[src/hw/rtl/tols_pkg.sv]
`default_nettype none

package tols_pkg;

  // sizes
  localparam int MAX_NODES = 128;
  localparam int MAX_TOUR  = 64;
  localparam int DIST_BITS = 16;

  localparam int NODE_W  = $clog2(MAX_NODES);
  localparam int NCNT_W  = $clog2(MAX_NODES + 1);
  localparam int TIDX_W  = $clog2(MAX_TOUR);
  localparam int TCNT_W  = $clog2(MAX_TOUR + 1);
  localparam int JW      = (NCNT_W > TCNT_W) ? NCNT_W : TCNT_W;
  localparam int TNODE_W = 7;
  localparam int DW      = DIST_BITS + 3;
  localparam int ACC_W0  = DIST_BITS + $clog2(MAX_TOUR) + 2;
  localparam int ACC_W   = (ACC_W0 > 24) ? ACC_W0 : 24;
  localparam int COST_W  = 23;
  localparam logic [COST_W-1:0] COST_SAT = 23'h7FFFFF;

  // configuration port
  localparam int CFG_DW = 8;
  localparam int CFG_AW = 2;
  localparam logic [CFG_AW-1:0] CFG_NODE_COUNT   = 2'd0;
  localparam logic [CFG_AW-1:0] CFG_TOUR_LENGTH  = 2'd1;
  localparam logic [CFG_AW-1:0] CFG_INTRA_ENABLE = 2'd2;

  typedef enum logic [1:0] {
    FN_DIST = 2'd0,
    FN_COST = 2'd1,
    FN_TOUR = 2'd2,
    FN_RUN  = 2'd3
  } func_e;

  typedef enum logic [1:0] {
    KIND_NONE = 2'd0,
    KIND_TWO  = 2'd1,
    KIND_SWAP = 2'd2
  } kind_e;

  typedef struct packed {
    logic [1:0]  func;
    logic [6:0]  row_node;
    logic [6:0]  col_node;
    logic [5:0]  tour_pos;
    logic [15:0] value;
  } in_word_t;

  typedef struct packed {
    logic [6:0]        tour_node;
    logic [5:0]        out_pos;
    logic [COST_W-1:0] total_cost;
    logic              last;
  } out_word_t;

  typedef enum logic [5:0] {
    ST_IDLE, ST_W_D0, ST_W_D1, ST_W_C, ST_W_T,
    ST_MAP_CLR, ST_MAP_RD, ST_MAP_SET, ST_PASS,
    ST_O_I, ST_O_I2, ST_O_I3,
    ST_O_J0, ST_O_J1, ST_O_J2, ST_O_J3, ST_O_J4, ST_O_J5, ST_O_J6,
    ST_S_I, ST_S_I1, ST_S_I2, ST_S_I3, ST_S_I4, ST_S_I5, ST_S_I6,
    ST_S_J0, ST_S_J1, ST_S_J2, ST_S_J3,
    ST_AP, ST_V_RL, ST_V_RH, ST_V_WL, ST_V_WH, ST_SW_RD, ST_SW_WR,
    ST_T_I, ST_T_RD, ST_T_RD1, ST_T_RD2, ST_T_D, ST_T_A,
    ST_E_RD, ST_E_LD, ST_E_WAIT
  } state_e;

  typedef enum logic [5:0] {
    OP_NONE, OP_IDLE, OP_W_D0, OP_W_D1, OP_W_C, OP_W_T,
    OP_MAP_CLR, OP_MAP_RD, OP_MAP_SET, OP_PASS,
    OP_O_I, OP_O_I2, OP_O_I3,
    OP_O_J0, OP_O_J1, OP_O_J2, OP_O_J3, OP_O_J4, OP_O_J5, OP_O_J6,
    OP_S_I, OP_S_I1, OP_S_I2, OP_S_I3, OP_S_I4, OP_S_I5, OP_S_I6,
    OP_S_J0, OP_S_J1, OP_S_J2, OP_S_J3,
    OP_AP, OP_V_RL, OP_V_RH, OP_V_WL, OP_V_WH, OP_SW_RD, OP_SW_WR,
    OP_T_I, OP_T_RD, OP_T_RD1, OP_T_RD2, OP_T_D, OP_T_A,
    OP_E_RD, OP_E_LD, OP_E_ADV
  } op_e;

  typedef struct packed {
    op_e op;
  } cmd_t;

  typedef struct packed {
    func_e func;
    logic  intra;
    logic  i_end;
    logic  i_two_end;
    logic  j_last_t;
    logic  j_end_n;
    logic  j_in_map;
    logic  lo_lt_hi;
    logic  e_last;
    kind_e kind;
  } status_t;

endpackage

`default_nettype wire

[src/hw/rtl/tols_ctrl.sv]
`default_nettype none

module tols_ctrl
  import tols_pkg::*;
(
  input  wire logic    clk_i,
  input  wire logic    rst_ni,
  input  wire logic    in_valid_i,
  output logic         in_stall_o,
  output logic         out_valid_o,
  input  wire logic    out_stall_i,
  input  wire status_t st_i,
  output cmd_t         cmd_o
);

  state_e state_q, state_d;

  always_comb begin
    state_d = state_q;
    case (state_q)
      ST_IDLE: begin
        if (in_valid_i) begin
          case (st_i.func)
            FN_DIST: state_d = ST_W_D0;
            FN_COST: state_d = ST_W_C;
            FN_TOUR: state_d = ST_W_T;
            default: state_d = ST_MAP_CLR;
          endcase
        end
      end
      ST_W_D0:    state_d = ST_W_D1;
      ST_W_D1:    state_d = ST_IDLE;
      ST_W_C:     state_d = ST_IDLE;
      ST_W_T:     state_d = ST_IDLE;
      ST_MAP_CLR: state_d = ST_MAP_RD;
      ST_MAP_RD:  state_d = st_i.i_end ? ST_PASS : ST_MAP_SET;
      ST_MAP_SET: state_d = ST_MAP_RD;
      ST_PASS:    state_d = st_i.intra ? ST_O_I : ST_S_I;
      ST_O_I:     state_d = st_i.i_two_end ? ST_S_I : ST_O_I2;
      ST_O_I2:    state_d = ST_O_I3;
      ST_O_I3:    state_d = ST_O_J0;
      ST_O_J0:    state_d = ST_O_J1;
      ST_O_J1:    state_d = ST_O_J2;
      ST_O_J2:    state_d = ST_O_J3;
      ST_O_J3:    state_d = ST_O_J4;
      ST_O_J4:    state_d = ST_O_J5;
      ST_O_J5:    state_d = ST_O_J6;
      ST_O_J6:    state_d = st_i.j_last_t ? ST_O_I : ST_O_J0;
      ST_S_I:     state_d = st_i.i_end ? ST_AP : ST_S_I1;
      ST_S_I1:    state_d = ST_S_I2;
      ST_S_I2:    state_d = ST_S_I3;
      ST_S_I3:    state_d = ST_S_I4;
      ST_S_I4:    state_d = ST_S_I5;
      ST_S_I5:    state_d = ST_S_I6;
      ST_S_I6:    state_d = ST_S_J0;
      ST_S_J0: begin
        if (st_i.j_end_n) begin
          state_d = ST_S_I;
        end else if (st_i.j_in_map) begin
          state_d = ST_S_J0;
        end else begin
          state_d = ST_S_J1;
        end
      end
      ST_S_J1:    state_d = ST_S_J2;
      ST_S_J2:    state_d = ST_S_J3;
      ST_S_J3:    state_d = ST_S_J0;
      ST_AP: begin
        case (st_i.kind)
          KIND_TWO:  state_d = ST_V_RL;
          KIND_SWAP: state_d = ST_SW_RD;
          default:   state_d = ST_T_I;
        endcase
      end
      ST_V_RL:    state_d = st_i.lo_lt_hi ? ST_V_RH : ST_PASS;
      ST_V_RH:    state_d = ST_V_WL;
      ST_V_WL:    state_d = ST_V_WH;
      ST_V_WH:    state_d = ST_V_RL;
      ST_SW_RD:   state_d = ST_SW_WR;
      ST_SW_WR:   state_d = ST_PASS;
      ST_T_I:     state_d = ST_T_RD;
      ST_T_RD:    state_d = st_i.i_end ? ST_E_RD : ST_T_RD1;
      ST_T_RD1:   state_d = ST_T_RD2;
      ST_T_RD2:   state_d = ST_T_D;
      ST_T_D:     state_d = ST_T_A;
      ST_T_A:     state_d = ST_T_RD;
      ST_E_RD:    state_d = ST_E_LD;
      ST_E_LD:    state_d = ST_E_WAIT;
      ST_E_WAIT: begin
        if (!out_stall_i) begin
          state_d = st_i.e_last ? ST_IDLE : ST_E_RD;
        end
      end
      default:    state_d = ST_IDLE;
    endcase
  end

  always_comb begin
    cmd_o.op = OP_NONE;
    case (state_q)
      ST_IDLE:    cmd_o.op = OP_IDLE;
      ST_W_D0:    cmd_o.op = OP_W_D0;
      ST_W_D1:    cmd_o.op = OP_W_D1;
      ST_W_C:     cmd_o.op = OP_W_C;
      ST_W_T:     cmd_o.op = OP_W_T;
      ST_MAP_CLR: cmd_o.op = OP_MAP_CLR;
      ST_MAP_RD:  cmd_o.op = OP_MAP_RD;
      ST_MAP_SET: cmd_o.op = OP_MAP_SET;
      ST_PASS:    cmd_o.op = OP_PASS;
      ST_O_I:     cmd_o.op = OP_O_I;
      ST_O_I2:    cmd_o.op = OP_O_I2;
      ST_O_I3:    cmd_o.op = OP_O_I3;
      ST_O_J0:    cmd_o.op = OP_O_J0;
      ST_O_J1:    cmd_o.op = OP_O_J1;
      ST_O_J2:    cmd_o.op = OP_O_J2;
      ST_O_J3:    cmd_o.op = OP_O_J3;
      ST_O_J4:    cmd_o.op = OP_O_J4;
      ST_O_J5:    cmd_o.op = OP_O_J5;
      ST_O_J6:    cmd_o.op = OP_O_J6;
      ST_S_I:     cmd_o.op = OP_S_I;
      ST_S_I1:    cmd_o.op = OP_S_I1;
      ST_S_I2:    cmd_o.op = OP_S_I2;
      ST_S_I3:    cmd_o.op = OP_S_I3;
      ST_S_I4:    cmd_o.op = OP_S_I4;
      ST_S_I5:    cmd_o.op = OP_S_I5;
      ST_S_I6:    cmd_o.op = OP_S_I6;
      ST_S_J0:    cmd_o.op = OP_S_J0;
      ST_S_J1:    cmd_o.op = OP_S_J1;
      ST_S_J2:    cmd_o.op = OP_S_J2;
      ST_S_J3:    cmd_o.op = OP_S_J3;
      ST_AP:      cmd_o.op = OP_AP;
      ST_V_RL:    cmd_o.op = OP_V_RL;
      ST_V_RH:    cmd_o.op = OP_V_RH;
      ST_V_WL:    cmd_o.op = OP_V_WL;
      ST_V_WH:    cmd_o.op = OP_V_WH;
      ST_SW_RD:   cmd_o.op = OP_SW_RD;
      ST_SW_WR:   cmd_o.op = OP_SW_WR;
      ST_T_I:     cmd_o.op = OP_T_I;
      ST_T_RD:    cmd_o.op = OP_T_RD;
      ST_T_RD1:   cmd_o.op = OP_T_RD1;
      ST_T_RD2:   cmd_o.op = OP_T_RD2;
      ST_T_D:     cmd_o.op = OP_T_D;
      ST_T_A:     cmd_o.op = OP_T_A;
      ST_E_RD:    cmd_o.op = OP_E_RD;
      ST_E_LD:    cmd_o.op = OP_E_LD;
      ST_E_WAIT:  cmd_o.op = out_stall_i ? OP_NONE : OP_E_ADV;
      default:    cmd_o.op = OP_NONE;
    endcase
  end

  assign in_stall_o  = (state_q != ST_IDLE);
  assign out_valid_o = (state_q == ST_E_WAIT);

  always_ff @(posedge clk_i or negedge rst_ni) begin
    if (!rst_ni) begin
      state_q <= ST_IDLE;
    end else begin
      state_q <= state_d;
    end
  end

endmodule

`default_nettype wire

[config.mk]
export PLATFORM = sky130hd
export DESIGN_NAME = tols_ctrl
export DESIGN_NICKNAME = d
export VERILOG_FILES = /design/src/hw/rtl/tols_pkg.sv /design/src/hw/rtl/tols_ctrl.sv
export SDC_FILE = /design/constraint.sdc
export NUM_CORES = 1
export LEC_CHECK = 0
export BUFFER_PORTS_ARGS = -buffer_cell sky130_fd_sc_hd__buf_4
export CELL_PAD_IN_SITES_DETAIL_PLACEMENT = 0
export CELL_PAD_IN_SITES_GLOBAL_PLACEMENT = 1
export CORE_MARGIN = 4
export CORE_UTILIZATION = 42
export DETAILED_ROUTE_END_ITERATION = 8
export GPL_TIMING_DRIVEN = 0
export PLACE_DENSITY = 0.92
export SETUP_SLACK_MARGIN = 0.5
export SLEW_MARGIN = 40
export SYNTH_ARGS = -nofsm -noshare
export SYNTH_HDL_FRONTEND = slang
export SYNTH_SLANG_ARGS = --single-unit
[constraint.sdc]
create_clock -name clk_i -period 3.65 [get_ports clk_i]
set_input_delay 0.73 -clock clk_i [delete_from_list [all_inputs] [get_ports clk_i]]
set_output_delay 0.73 -clock clk_i [all_outputs]
set_load 0.02 [all_outputs]
## Yosys cells after proc, flatten, opt, wreduce, memory -nomap -nowiden

Index checks and enable logic that the tools add are counted.

- Register bits after elaboration: 6
- Bits of input ports: 16
- Output and inout bits: 8
- Logic and storage cells: 76

- Equality and inequality tests: 51
- Muxes and demuxes: 17
- Reduce and logical (&&, ||, !) cells: 7

Operators by type and width:

| cell | number |
|---|---|
| 6-bit case mux with 46 select lines | 1 |
| 6-bit case mux with 40 select lines | 1 |
| 6-bit by 5-bit equality test with 1-bit output (second input constant) | 16 |
| 6-bit equality test (second input constant) | 14 |
| 6-bit by 4-bit equality test with 1-bit output (second input constant) | 8 |
| 6-bit 2-to-1 mux | 5 |
| 6-bit by 3-bit equality test with 1-bit output (second input constant) | 4 |
| 4-bit 2-to-1 mux | 4 |
| 6-bit by 2-bit equality test with 1-bit output (second input constant) | 2 |
| 6-bit case mux with 2 select lines | 1 |
| 5-bit 2-to-1 mux | 2 |
| 3-bit case mux with 3 select lines | 1 |
| 6-bit by 1-bit equality test with 1-bit output (second input constant) | 1 |
| 6-bit zero test | 1 |
| 6-bit nonzero test | 1 |
| 2-bit OR reduction | 3 |
| 2-bit by 1-bit equality test with 1-bit output (second input constant) | 2 |
| 2-bit equality test (second input constant) | 2 |
| 2-bit inequality test (second input constant) | 2 |
| 3-bit 2-to-1 mux | 1 |
| 2-bit zero test | 1 |
| 2-bit AND reduction | 1 |
| 1-bit 2-to-1 mux | 1 |

## Longest topological paths before layout

Gate-level depths: netlist of the first run.

- Word-level depth: 4
- Depth in mapped cells: 8
- Mapped depth without buffers: 6

## Worst setup path before layout of the first run

OpenSTA, ideal clock, no wires.

- Path type: reg2out
- Start: reg state_q[2]
- End: out cmd_o[4] in the netlist's numbering
- Arrival: 1.592 ns
- Required time: 2.920 ns
- Slack: 1.328 ns
- Stages on the path, launching flop included: 6
- Buffers on the path: 2
- Path through: dfrtp_1 buf_2 buf_2 nand2_1 or3_1 a21oi_1

RTL lines:

| element | line | text |
|---|---|---|
| start: declaration | tols_ctrl.sv:16 | `state_e state_q, state_d;` |
| start signal: assignment | tols_ctrl.sv:158 | `state_q <= state_d;` |
| end: declaration | tols_ctrl.sv:13 | `output cmd_t cmd_o` |

==> results of run 1 <==
==> cells by family after synthesis <==
family	after synthesis
fa+ha+maj	3
buf+inv	26
flops	6
xor+xnor	1
mux	1
simple gates	84
compound gates	69
==> stage by stage <==
stage / instance area (um^2) / total power (uW) / hold WS (ns)
after global routing: 1480 / 1140 / 0.280
after detailed placement: 1460 / 972 / 0.539
final: 1480 / 1060 / 0.291
after global placement: 1460 / 980 / 0.538
after CTS: 1480 / 1040 / 0.285
after floorplan: 1250 / 709 / 0.434
==> final timing paths <==
check | cells after the start | to | from | slack [ns]
worst max register to register | 5 | state_q[2] | state_q[2] | 1.44
worst max-delay path | 6 | cmd_o[1] | state_q[5] | 0.81
worst min register to register | 4 | state_q[0] | state_q[0] | 0.83
max in group asynchronous | 1 | state_q[2] | rst_ni | 3.25
worst min-delay path | 1 | state_q[4] | rst_ni | 0.29
min in group clk_i | 3 | state_q[5] | st_i[3] | 0.80
==> power breakdown <==
| part | leakage [uW] | total (uW) | internal, uW | switching, uW |
|---|---|---|---|---|
| clock network | 0.0000138 | 57.8 | 37.0 | 20.8 |
| registers | 0.0000794 | 106 | 90.8 | 15.1 |
| logic | 0.000549 | 898 | 321 | 577 |
| total | 0.000643 | 1060 | 449 | 613 |
==> area by class of cell <==
type                    count  area share (%)
inverters                   8            2.03
clock buffers               3            1.52
plain buffers              18            7.18
flip-flops and latches      6            10.1
multi-input cells         158            64.9
repair buffers             23            11.7
well taps                  31            2.62
==> critical path: stages (launching register included) <==
cell	delay [ns]
dfrtp_1	0.44
buf_4	0.24
clkbuf_1	0.40
o21ai_0	0.24
o311ai_0	0.21
o211ai_1	0.16
buf_4	0.19
==> cell usage after synthesis (2+ instances only) <==
library cell  number
nand2_1           26
o21ai_0           16
a21oi_1           13
buf_2             13
nor2_1            11
nor2b_1           10
inv_1              8
nand3_1            7
nor3_1             7
dfrtp_1            6
a31oi_1            5
nand2b_1           4
o211ai_1           4
a311oi_1           3
a32oi_1            3
a41oi_1            3
and2_1             3
ha_1               3
o22ai_1            3
o32ai_1            3
a22o_1             2
buf_4              2
buf_6              2
nand3b_1           2
nand4_1            2
nor2_2             2
o311ai_0           2
==> metal layers <==
layer	part of all wire, %	global-route usage [%]	wire [um]
met5	0	0	0
met4	3.0	14.0	151
met2	45	38.3	2240
met1	38	31.8	1910
met3	14	5.94	710
==> metrics, run 1 <==
io pins=24; largest driver fanout on the critical path=10; type of destination of the critical path=output port; Setup WS post-layout=0.810 ns; status=complete, no violations; clock root buffer=clkbuf_4; ANT nets after route=0; via count of the first global-routing pass=1,657; Hold WC Path Type=input port to async pin; largest registers ranked by flip-flop count=state_q x6; Power Density=717 nW/um^2; Post-Synth Adder-Cell Area=3.01%; number of gates resized after CTS=0; sequential share of the synthesized area=12.0%; number of flip-flops in the largest register=6; input/output buffers=23; number of vias after detailed routing=1,695; detailed placement HPWL=3720 um; count of distinct cell types in the synthesized netlist=52; gpl congestion=0.996; number of sinks driven by the clock tree=6; number of core rows=19; vertical die dimension=62.5 um; GRT overflow=0; Top reg by flops=state_q; Floorplan Core Area=2810 um^2; sum of negative setup slack=0 ns; clock skew=0.000266 ns; Hold-fix buffers, CTS=0; antenna violations before repair=0; number of clock buffers inserted by TritonCTS=3; # Post-CTS Setup Buffers=0; share of synthesized flip-flops with an asynchronous set or reset=100%; first-pass GRT wire length=7980 um; gr usage total=25.0%; later-pin clock latency in the skew report=0.23 ns; number of fillers in the final layout=281; proportion of synthesized area in mux cells=0.802%; WS Path Type=flop to output port; antenna diode count=0; Final Critical Period=2.84 ns; Mapped Avg Cell Area=6.57 um^2; peak ir drop on the vdd network=0.405 mV; synthesized-area fraction occupied by ao, oa, aoi and oai cells=37.6%; Worst Tran Pin Value=0.656 ns; Post-synth EDFFs=0; count of final max-slew check failures=0; count of maximum capacitance violations=0; NumNets Final=237; Area Growth Syn to Fin=18.8%; # H-tree levels=1; unrepaired setup endpoints after global routing=false; Critical Path AT=2.11 ns; Synth Instances=190; most used cells in the layout excluding fill and tap cells=nand2_1 (26), buf_4 (25), o21ai_0 (16); Post-Place Setup Slack=1.16 ns; number of failing hold endpoints at the final stage=0; filler-free cell count of the finished design=247; combinational family with the most area after synthesis=compound AO/OA/AOI/OAI gates; full die area=3910 um^2; first-pass iteration count of the detailed router=5; post-synthesis share of cell area spent on and, or, nand and nor gates=34.9%; register clock-pin slew on the reported worst setup and hold paths=0.04 ns; highest attainable clock frequency=352 MHz; flip-flop cell with the highest count after synthesis=dfrtp_1; width of the die=62.5 um; Synth top area share=12.0%; synth top area cells=dfrtp_1 (12%), nand2_1 (7.8%), o21ai_0 (6.4%); maximum number of pins on one net before global-route repair=11; drt via density=6.86; library cell with the largest summed area after synthesis=dfrtp_1; final setup violation count=0; fin crit share=77.8%; aggregate routed wire length=5010 um; sequential cell area in the final layout=150 um^2; Static Leakage=0.000643 uW; Synthesized Nets=209; required time worst endpoint=2.92 ns; average wire length per cell after detail routing=20.3 um; DRC violation total after the first TritonRoute iteration=170; CTS tree=built; Relative slew margins=55.1%; Bufs on Longest Clock Path=2; cell count after placement=244; final core area utilization=52.8%; Starting Density=44.5%; register bit total from synthesis=6; most common library cell in the layout ignoring fill and taps=nand2_1; synthesized-area fraction occupied by xor and xnor cells=0.702%; layout cells sized above 1=22.7%; type of origin of the critical path=flop; area of the mapped netlist=1250 um^2; area taken by multi-input logic gates=961 um^2; detailed-route DRC error count=0; YS warnings=0
No activity file was read; power rests on OpenSTA's default activity.
==> inputs of run 2 (changes only) <==
- CORE_UTILIZATION: 42 -> 39
- PLACE_DENSITY: 0.92 -> 0.86
- clock period: 3.65 -> 2.9 ns (I/O delays scaled with it)
==> run 2 against run 1 <==
  * Sequential share of layout area is 1.0 points lower
  * Die area is 6.7% higher
  * Critical path depth is 2 higher
  * Cell count is 8.5% higher
==> metrics, run 2 (synthesis results as in run 1) <==
status=complete, no violations; Area Growth Syn to Fin=34.6%; CTS tree=built; maximum number of pins on one net before global-route repair=11; # H-tree levels=1; largest driver fanout on the critical path=10; number of clock buffers inserted by TritonCTS=3; count of final max-slew check failures=0; peak ir drop on the vdd network=0.406 mV; NumNets Final=245; Power Density=908 nW/um^2; required time worst endpoint=2.32 ns; number of sinks driven by the clock tree=6; later-pin clock latency in the skew report=0.24 ns; antenna diode count=0; filler-free cell count of the finished design=268; largest registers ranked by flip-flop count=state_q x6; first-pass iteration count of the detailed router=5; type of destination of the critical path=output port; DRC violation total after the first TritonRoute iteration=149; Floorplan Core Area=3050 um^2; detailed-route DRC error count=0; antenna violations before repair=0; internal power contribution=699 uW; unrepaired setup endpoints after global routing=true; sum of negative setup slack=0 ns; io pins=24; layout cells sized above 1=31.7%; area after detailed placement=1480 um^2; average wire length per cell after detail routing=19.1 um; Seq pwr share=9.2%; most common library cell in the layout ignoring fill and taps=buf_4; vertical die dimension=64.6 um; ANT nets after route=0; number of flip-flops in the largest register=6; switching power of the nets=826 uW; input/output buffers=23; register clock-pin slew on the reported worst setup and hold paths=0.04 ns; cell count after placement=257; clock root buffer=clkbuf_4; Hold-fix buffers, CTS=0; WS Path Type=flop to output port; Worst Tran Pin Value=0.633 ns; highest attainable clock frequency=429 MHz; most used cells in the layout excluding fill and tap cells=buf_4 (32), nand2_1 (24), o21ai_0 (15); Starting Density=40.9%; Static Leakage=0.000707 uW; detailed placement HPWL=3610 um; drt via density=6.54; Final Critical Period=2.33 ns; Relative slew margins=57.3%; Post-Place Setup Slack=0.529 ns; Bufs on Longest Clock Path=2; full die area=4170 um^2; first-pass GRT wire length=8050 um; gpl congestion=1.04; sw frac=54.1%; number of core rows=20; depth of the worst register-to-register path=6; type of origin of the critical path=flop; aggregate routed wire length=5120 um; number of failing hold endpoints at the final stage=0; number of fillers in the final layout=326; Hold WC Path Type=input port to async pin; gr usage total=24.2%; count of maximum capacitance violations=0; width of the die=64.6 um; final setup violation count=0; Setup WS post-layout=0.568 ns; fin crit share=80.4%; GRT overflow=0; number of vias after detailed routing=1,752; worst slack on hold paths=0.136 ns; finished layout cell area=1680 um^2; power share of the clock group=4.8%; clock skew=0.00397 ns; Critical Path AT=1.75 ns; via count of the first global-routing pass=1,659; Top reg by flops=state_q; fraction of power consumed by combinational cells=86.1%
==> run 2: cell types whose count changed in the layout (fill, tap and decap cells not counted), sizes merged <==
cell      delta
buf          +8
clkinvlp     +1
inv          -1
==> run 2: stage by stage <==
| step | util (%) | total power (uW) |
|---|---|---|
| after floorplan | - | 892 |
| after global placement | 48.3 | 1230 |
| after detailed placement | 48.3 | 1210 |
| after CTS | 49.9 | 1330 |
| after global routing | 55.0 | 1620 |
| final | 55.0 | 1520 |
==> run 2: worst paths after layout <==
kind,start,endpoint,slack [ns]
min in group clk_i,st_i[3],state_q[5],0.68
hold / removal,rst_ni,state_q[3],0.14
setup / recovery,state_q[0],cmd_o[1],0.57
setup reg to reg,state_q[3],state_q[3],0.93
max in group asynchronous,rst_ni,state_q[5],2.64
hold reg to reg,state_q[4],state_q[2],0.80
==> run 2: power by group through the flow <==
stage	logic, uW	clock network [uW]	registers, uW
after global placement	1100	0	130
after CTS	1120	77.2	133
after detailed placement	1080	0	131
after global routing	1390	84.0	143
final	1310	72.7	140
after floorplan	765	0	127
==> run 2: area by class of cell <==
| cell class | instances | area [um^2] | area share (%) |
|---|---|---|---|
| Sequential cell | 6 | 153 | 9.09 |
| Buffer | 18 | 178 | 10.6 |
| Timing Repair Buffer | 31 | 234 | 13.9 |
| Tap cell | 44 | 55.1 | 3.28 |
| Inverter | 8 | 33.8 | 2.01 |
| Multi-Input combinational cell | 158 | 1000 | 59.8 |
| Clock buffer | 3 | 22.5 | 1.34 |
==> run 2: routing by layer <==
layer  up-vias  part of all wire (%)  global-route usage (%)
met1       796                    39                    31.1
met4         0                   5.2                    13.2
met3        34                    11                    4.16
li1        780                     -                       -
met2       142                    45                    38.1
met5         -                     0                       0
==> run 2: timing repair <==
| item | 4_1_cts | 5_1_grt |
|---|---|---|
| setup buffers | 0 | 7 |
| endpoints found under the setup margin | 4 | 5 |
| pin swaps | 0 | 1 |
| gates cloned | 0 | 1 |
| resized for setup | 12 | 32 |
==> run 2: worst max-delay path, stage by stage (launching register included) <==
cell and delay, ns:
dfrtp_1 0.36, buf_2 0.18, inv_1 0.14, buf_6 0.17
nand2_1 0.07, a21oi_2 0.15, o311ai_2 0.13, o211ai_1 0.13
buf_4 0.18
